## config.mk

```make
export PLATFORM = sky130hd
export DESIGN_NAME = uart_buffered_tx_rx_queues
export DESIGN_NICKNAME = d
export VERILOG_FILES = /design/src/rtl/core/uabq_pkg.sv /design/src/rtl/core/uart_buffered_tx_rx_queues.sv /design/src/rtl/core/uabq_ring.sv
export SDC_FILE = /design/constraint.sdc
export NUM_CORES = 1
export LEC_CHECK = 0
export CAP_MARGIN = 20
export CORE_MARGIN = 2
export CORE_UTILIZATION = 31
export CTS_BUF_LIST = sky130_fd_sc_hd__clkbuf_8
export DETAILED_ROUTE_END_ITERATION = 10
export DONT_BUFFER_PORTS = 1
export HOLD_SLACK_MARGIN = 0.15
export PLACE_DENSITY = 0.52
export SYNTH_ARGS = -nofsm -noshare
export SYNTH_HDL_FRONTEND = slang
export SYNTH_SLANG_ARGS = --single-unit
```

## constraint.sdc

```tcl
create_clock -name clk -period 5.35 [get_ports clk]
set_input_delay 0.535 -clock clk [delete_from_list [all_inputs] [get_ports clk]]
set_output_delay 0.535 -clock clk [all_outputs]
set_load 0.02 [all_outputs]
```

## src/rtl/core/uabq_pkg.sv

```systemverilog
package uabq_pkg;

	localparam int DEF_SEND_DEPTH = 64;
	localparam int DEF_RECV_DEPTH = 64;

	typedef enum logic [1:0] {
		ACT_SEND  = 2'd0,
		ACT_TAKE  = 2'd1,
		ACT_TXE   = 2'd2,
		ACT_RECV  = 2'd3
	} action_t;

	typedef enum logic [1:0] {
		ST_OK     = 2'd0,
		ST_FULL   = 2'd1,
		ST_NODATA = 2'd2
	} status_t;

	typedef struct packed {
		logic empty;
		logic full;
	} ring_flags_t;

endpackage

```

## src/rtl/core/uart_buffered_tx_rx_queues.sv

```systemverilog
// one item per cycle while out_stall is low; the result is registered and shown in the cycle after the transfer
// and ring reads come from the registered port of each ring memory
// in_stall is high while a result waits under out_stall, so one item is in flight at a time
// reset: rings empty, transmitter marked idle, empty interrupt off, no result pending
// ring memories are not cleared; no sweep after reset
module uart_buffered_tx_rx_queues #(
	parameter int SEND_DEPTH = uabq_pkg::DEF_SEND_DEPTH,
	parameter int RECV_DEPTH = uabq_pkg::DEF_RECV_DEPTH
) (
	input  logic       clk,
	input  logic       arst_n,
	input  logic       in_valid,
	output logic       in_stall,
	input  logic [1:0] action,
	input  logic [7:0] data_byte,
	output logic       out_valid,
	input  logic       out_stall,
	output logic [1:0] status,
	output logic [7:0] read_byte,
	output logic       read_valid,
	output logic [7:0] line_byte,
	output logic       line_valid,
	output logic       tx_irq_enable,
	output logic       rx_pending
);
	import uabq_pkg::*;

	ring_flags_t tx_flags, rx_flags;
	logic [7:0]  tx_rd, rx_rd;
	logic        accept;
	action_t     act;
	logic        tx_push, tx_pop, rx_push, rx_pop;
	status_t     status_d, status_q;
	logic        valid_q, rvalid_q, lvalid_q;
	logic        restart_q, irq_q, restart_d, irq_d;

	assign in_stall = valid_q && out_stall;
	assign accept   = in_valid && !in_stall;
	assign act      = action_t'(action);

	always_comb begin
		tx_push   = 1'b0;
		tx_pop    = 1'b0;
		rx_push   = 1'b0;
		rx_pop    = 1'b0;
		status_d  = ST_OK;
		restart_d = restart_q;
		irq_d     = irq_q;
		unique case (act)
			ACT_SEND: begin
				if (tx_flags.full) begin
					status_d = ST_FULL;
				end else begin
					tx_push = 1'b1;
					if (restart_q) begin
						restart_d = 1'b0;
						irq_d     = 1'b1;
					end
				end
			end
			ACT_TAKE: begin
				if (rx_flags.empty) begin
					status_d = ST_NODATA;
				end else begin
					rx_pop = 1'b1;
				end
			end
			ACT_TXE: begin
				// handled whatever the interrupt enable
				if (!tx_flags.empty) begin
					tx_pop    = 1'b1;
					restart_d = 1'b0;
				end else begin
					restart_d = 1'b1;
					irq_d     = 1'b0;
				end
			end
			ACT_RECV: begin
				if (rx_flags.full) begin
					status_d = ST_FULL;
				end else begin
					rx_push = 1'b1;
				end
			end
			default: begin
				status_d = ST_OK;
			end
		endcase
	end

	uabq_ring #(
		.DEPTH (SEND_DEPTH)
	) u_tx_ring (
		.clk       (clk),
		.arst_n    (arst_n),
		.push      (accept && tx_push),
		.push_data (data_byte),
		.pop       (accept && tx_pop),
		.flags     (tx_flags),
		.rd_data   (tx_rd)
	);

	uabq_ring #(
		.DEPTH (RECV_DEPTH)
	) u_rx_ring (
		.clk       (clk),
		.arst_n    (arst_n),
		.push      (accept && rx_push),
		.push_data (data_byte),
		.pop       (accept && rx_pop),
		.flags     (rx_flags),
		.rd_data   (rx_rd)
	);

	always_ff @(posedge clk or negedge arst_n) begin
		if (!arst_n) begin
			valid_q   <= 1'b0;
			restart_q <= 1'b1;
			irq_q     <= 1'b0;
			status_q  <= ST_OK;
			rvalid_q  <= 1'b0;
			lvalid_q  <= 1'b0;
		end else begin
			if (accept) begin
				valid_q   <= 1'b1;
				restart_q <= restart_d;
				irq_q     <= irq_d;
				status_q  <= status_d;
				rvalid_q  <= accept && rx_pop;
				lvalid_q  <= accept && tx_pop;
			end else if (!out_stall) begin
				valid_q <= 1'b0;
			end
		end
	end

	// flags and pointers only move on a transfer, so they hold under a stalled result
	assign out_valid     = valid_q;
	assign status        = status_q;
	assign read_valid    = rvalid_q;
	assign read_byte     = rvalid_q ? rx_rd : 8'h00;
	assign line_valid    = lvalid_q;
	assign line_byte     = lvalid_q ? tx_rd : 8'h00;
	assign tx_irq_enable = irq_q;
	assign rx_pending    = !rx_flags.empty;

endmodule

```

## src/rtl/core/uabq_ring.sv

```systemverilog
module uabq_ring #(
	parameter int DEPTH = uabq_pkg::DEF_SEND_DEPTH
) (
	input  logic                   clk,
	input  logic                   arst_n,
	input  logic                   push,
	input  logic [7:0]             push_data,
	input  logic                   pop,
	output uabq_pkg::ring_flags_t  flags,
	output logic [7:0]             rd_data
);
	import uabq_pkg::*;

	localparam int AW = (DEPTH > 1) ? $clog2(DEPTH) : 1;
	localparam logic [AW-1:0] LAST = AW'(DEPTH - 1);

	// counter = wrap * DEPTH + index, so it runs modulo twice the depth
	logic [AW-1:0] head_idx_q, tail_idx_q;
	logic          head_wrap_q, tail_wrap_q;
	logic [7:0]    mem [DEPTH];
	logic [7:0]    rd_data_q;

	always_ff @(posedge clk or negedge arst_n) begin
		if (!arst_n) begin
			head_idx_q  <= '0;
			head_wrap_q <= 1'b0;
			tail_idx_q  <= '0;
			tail_wrap_q <= 1'b0;
		end else begin
			if (push) begin
				if (head_idx_q == LAST) begin
					head_idx_q  <= '0;
					head_wrap_q <= ~head_wrap_q;
				end else begin
					head_idx_q <= head_idx_q + AW'(1);
				end
			end
			if (pop) begin
				if (tail_idx_q == LAST) begin
					tail_idx_q  <= '0;
					tail_wrap_q <= ~tail_wrap_q;
				end else begin
					tail_idx_q <= tail_idx_q + AW'(1);
				end
			end
		end
	end

	always_ff @(posedge clk) begin
		if (push) begin
			mem[head_idx_q] <= push_data;
		end
	end

	// read data holds until the next pop
	always_ff @(posedge clk) begin
		if (pop) begin
			rd_data_q <= mem[tail_idx_q];
		end
	end

	assign flags.empty = (head_idx_q == tail_idx_q) && (head_wrap_q == tail_wrap_q);
	assign flags.full  = (head_idx_q == tail_idx_q) && (head_wrap_q != tail_wrap_q);
	assign rd_data     = rd_data_q;

endmodule
```

==> impl_metrics.env <==
export IMPL_outcome="finished, final reports clean"
export IMPL_cp_start_kind="flip-flop"
export IMPL_die_y_um=375
export IMPL_hold_buffers=26
export IMPL_reg2reg_to="u_rx_ring.mem[43][4]"
export IMPL_power_per_cell_area_nw_per_um2=460
export IMPL_grt_start_max_net_pins=129
export IMPL_synth_top_area_cell="edfxtp_1"
export IMPL_ys_types=56
export IMPL_nets=2362
export IMPL_swShare_pct=31.1
export IMPL_antenna_cells=0
export IMPL_grt_use_total_pct=15.3
export IMPL_whs_ps=337
export IMPL_async_flop_share_pct=3.26
export IMPL_reg2regPathDepth=6
export IMPL_synth_top_area_share_pct=73.3
export IMPL_rows=135
export IMPL_endpoint_kind="flip-flop"
export IMPL_place_area_um2=44400
export IMPL_post_cts_buffers=0
export IMPL_wl_per_cell_um=25.3
export IMPL_p_seq_share_pct=44.1
export IMPL_syn_inst=2255
export IMPL_max_freq_mhz=264
export IMPL_num_vias=21800
export IMPL_regToRegStartpoint="u_rx_ring.tail_idx_q[3]"
export IMPL_numClockSinks=1075
export IMPL_first_pass_iters=6
export IMPL_cts_root_buf="clkbuf_8"
export IMPL_path_class="reg -> reg"
export IMPL_cp_arrival_ps=4260
export IMPL_synth_edf_count=1040
export IMPL_synthFlopType="edfxtp_1"
export IMPL_die_w_um=375
export IMPL_syn_cell_area_um2=42600
export IMPL_p_leak_nw=15.3
export IMPL_mostFrequentLayoutCell="edfxtp_1"
export IMPL_fill_cells=12600
export IMPL_cts_tree="yes"
export IMPL_drt_iter0_markers=2232
export IMPL_pwr_share_comb_pct=25.3
export IMPL_synth_ff_latch_count=1075
export IMPL_start_util_pct=31.3
export IMPL_final_cell_mix="1040 x edfxtp_1, 179 x mux2i_1, 174 x clkbuf_8, 170 x mux4_2, 170 x nor2_1"
export IMPL_wirelength_um=108000
export IMPL_grt_pass1_vias=22600
export IMPL_post_cts_resized=0
export IMPL_drc=0
export IMPL_cp_slowest_stage_delay_ps=960
export IMPL_multi_input_area_um2=9830
export IMPL_port_buffer_count=0
export IMPL_clk_pin_slew_ps=70
export IMPL_required_ps=5820
export IMPL_ant_nets=0
export IMPL_die_area_um2=140000
export IMPL_viasPerCell=5.12
export IMPL_grt_pass1_wl_um=158000
export IMPL_ios=38
export IMPL_fin_cells=4261
export IMPL_clock_latency_ps=880
export IMPL_dp_hpwl_um=63700
export IMPL_setup_tns_ps=0
export IMPL_regArea_um2=32100
export IMPL_slew_viol_final=0
export IMPL_gr_total_overflow=0
export IMPL_finalCriticalPeriod_ps=3790
export IMPL_cp_slowest_cell="nor2_1"
export IMPL_final_area_um2=48100
export IMPL_intPower_mw=15.2
export IMPL_setup_violations=0
export IMPL_crit_path_max_fanout=18
export IMPL_area_growth_pct=13.0
export IMPL_min_path_type="in -> async"
export IMPL_worstPathCellList="xor2_1 > nor4_1 > a31oi_1 > buf_4 > nand4b_1 > nor2_1"
export IMPL_tightestPinTransition_ps=1020
export IMPL_place_congestion=0.846
export IMPL_irDropWorstVdd_uv=409
export IMPL_drive_above_1_share_pct=18.9
export IMPL_hold_viol_final=0
export IMPL_numCtsBuffers=168
export IMPL_rsz0062_at_grt="false"
export IMPL_rrSetupSlack_ps=1560
export IMPL_clockPowerShare_pct=30.7
export IMPL_ys_warn_count=0
export IMPL_maxSlewHeadroom_pct=31.7
export IMPL_skew_ps=60.1
export IMPL_syn_num_nets=2273
export IMPL_maxCapViolations=0
export IMPL_dp_cells=3928
export IMPL_startpoint="u_rx_ring.tail_idx_q[3]"
export IMPL_netlist_top_cells_area="edfxtp_1 73%, mux4_2 9.0%, mux2i_1 4.2%, dfrtp_1 2.0%, a22oi_1 1.6%"
export IMPL_period_share_pct=70.8
export IMPL_netSwitchingPower_mw=6.87
export IMPL_avgSynthCellArea_um2=18.9
export IMPL_synth_seq_area_share_pct=75.4
export IMPL_core_area_um2=136000
export IMPL_antenna_found_initial=5
export IMPL_h_tree_depth=4
export IMPL_cts_buffer_depth=3
## layer usage
metal / global-route usage, % / wire length (µm) / up-vias
li1: - / - / 9359
met1: 20.4 / 45800 / 11500
met2: 25.0 / 52600 / 835
met3: 3.29 / 6890 / 170
met4: 5.07 / 2560 / 6
met5: 0 / 40 / -
## cells in the mapped netlist, types with 7 or more instances
cell         n
a22oi_1     88
edfxtp_1  1040
dfrtp_1     34
a211oi_1     8
nor2_1     171
buf_4       15
inv_1        7
a21o_1      17
o22ai_1     15
o221ai_1     9
mux4_2     170
nand3b_1    19
buf_2       33
a31oi_1     46
clkbuf_1    64
nor4_1      11
nand4_1     14
o21ai_0     20
xor2_1       9
and2_1      21
mux2i_1    179
xnor2_1     18
and3_1       7
buf_1       18
a21oi_1     23
nand2_1     74
nand3_1     25
mux2_2      18
## worst max path at each step
stage,endpoint,slack (ps),depth (start not counted)
3_5_place_dp,u_rx_ring.mem[43][6],1610,6
6_report,u_rx_ring.mem[43][4],1560,6
2_1_floorplan,u_tx_ring.mem[11][0],2690,5
4_1_cts,u_rx_ring.mem[7][5],1580,6
5_1_grt,u_rx_ring.mem[23][4],1380,6
3_3_place_gp,u_tx_ring.mem[38][3],1640,5
## registers in the layout (all words and copies together) (netlist names), 2 cells and up
| signal | cells |
|---|---|
| u_rx_ring.mem | 512 |
| u_tx_ring.head_idx_q | 6 |
| u_tx_ring.tail_idx_q | 6 |
| u_tx_ring.rd_data | 8 |
| u_tx_ring.mem | 512 |
| u_rx_ring.rd_data | 8 |
| u_rx_ring.tail_idx_q | 6 |
| u_rx_ring.head_idx_q | 6 |
| status | 2 |
## power by group through the flow
| stage | clock [mW] | sequential (mW) | combinational (mW) |
|---|---|---|---|
| 3_5_place_dp | 0 | 9.92 | 5.45 |
| 5_1_grt | 7.30 | 9.77 | 5.94 |
| 4_1_cts | 6.96 | 9.75 | 5.67 |
| 3_3_place_gp | 0 | 9.91 | 5.42 |
| 6_report | 6.78 | 9.74 | 5.59 |
| 2_1_floorplan | 0 | 9.61 | 4.09 |
## per-stage QoR
| stage | worst slack [ps] | util [%] | power, mW |
|---|---|---|---|
| after floorplan | 2690 | - | 13.7 |
| after global placement | 1640 | 32.7 | 15.3 |
| after detailed placement | 1610 | 32.7 | 15.4 |
| after CTS | 1580 | 35.4 | 22.4 |
| after global routing | 1380 | 35.4 | 23.0 |
| final | 1560 | 35.4 | 22.1 |
## area by class of cell
class | instances | area share (%)
inverters | 8 | 0.0624
clock buffers | 174 | 4.98
flip-flops and latches | 1075 | 66.7
repair buffers | 55 | 1.39
clock inverters | 132 | 1.77
multi-input cells | 1036 | 20.4
well taps | 1781 | 4.63
## cell families after synthesis
kind of cell             Yosys count  share of synthesized area [%]
AND/OR/NAND/NOR                  387                           4.32
flip-flops                      1075                           75.4
multiplexers                     372                           14.0
XOR/XNOR                          27                          0.555
adder cells (fa/ha/maj)            4                          0.118
buffers and inverters            144                           1.65
AO/OA/AOI/OAI                    246                           3.98
## worst max-delay path, delay by kind of cell, from the launching register on
kind            cells  cell delay (ps)
compound gates      1              190
simple gates        3             1840
xor+xnor            1              200
buf+inv             1              220
flops               1              930
(Power assumes the default switching activity.)
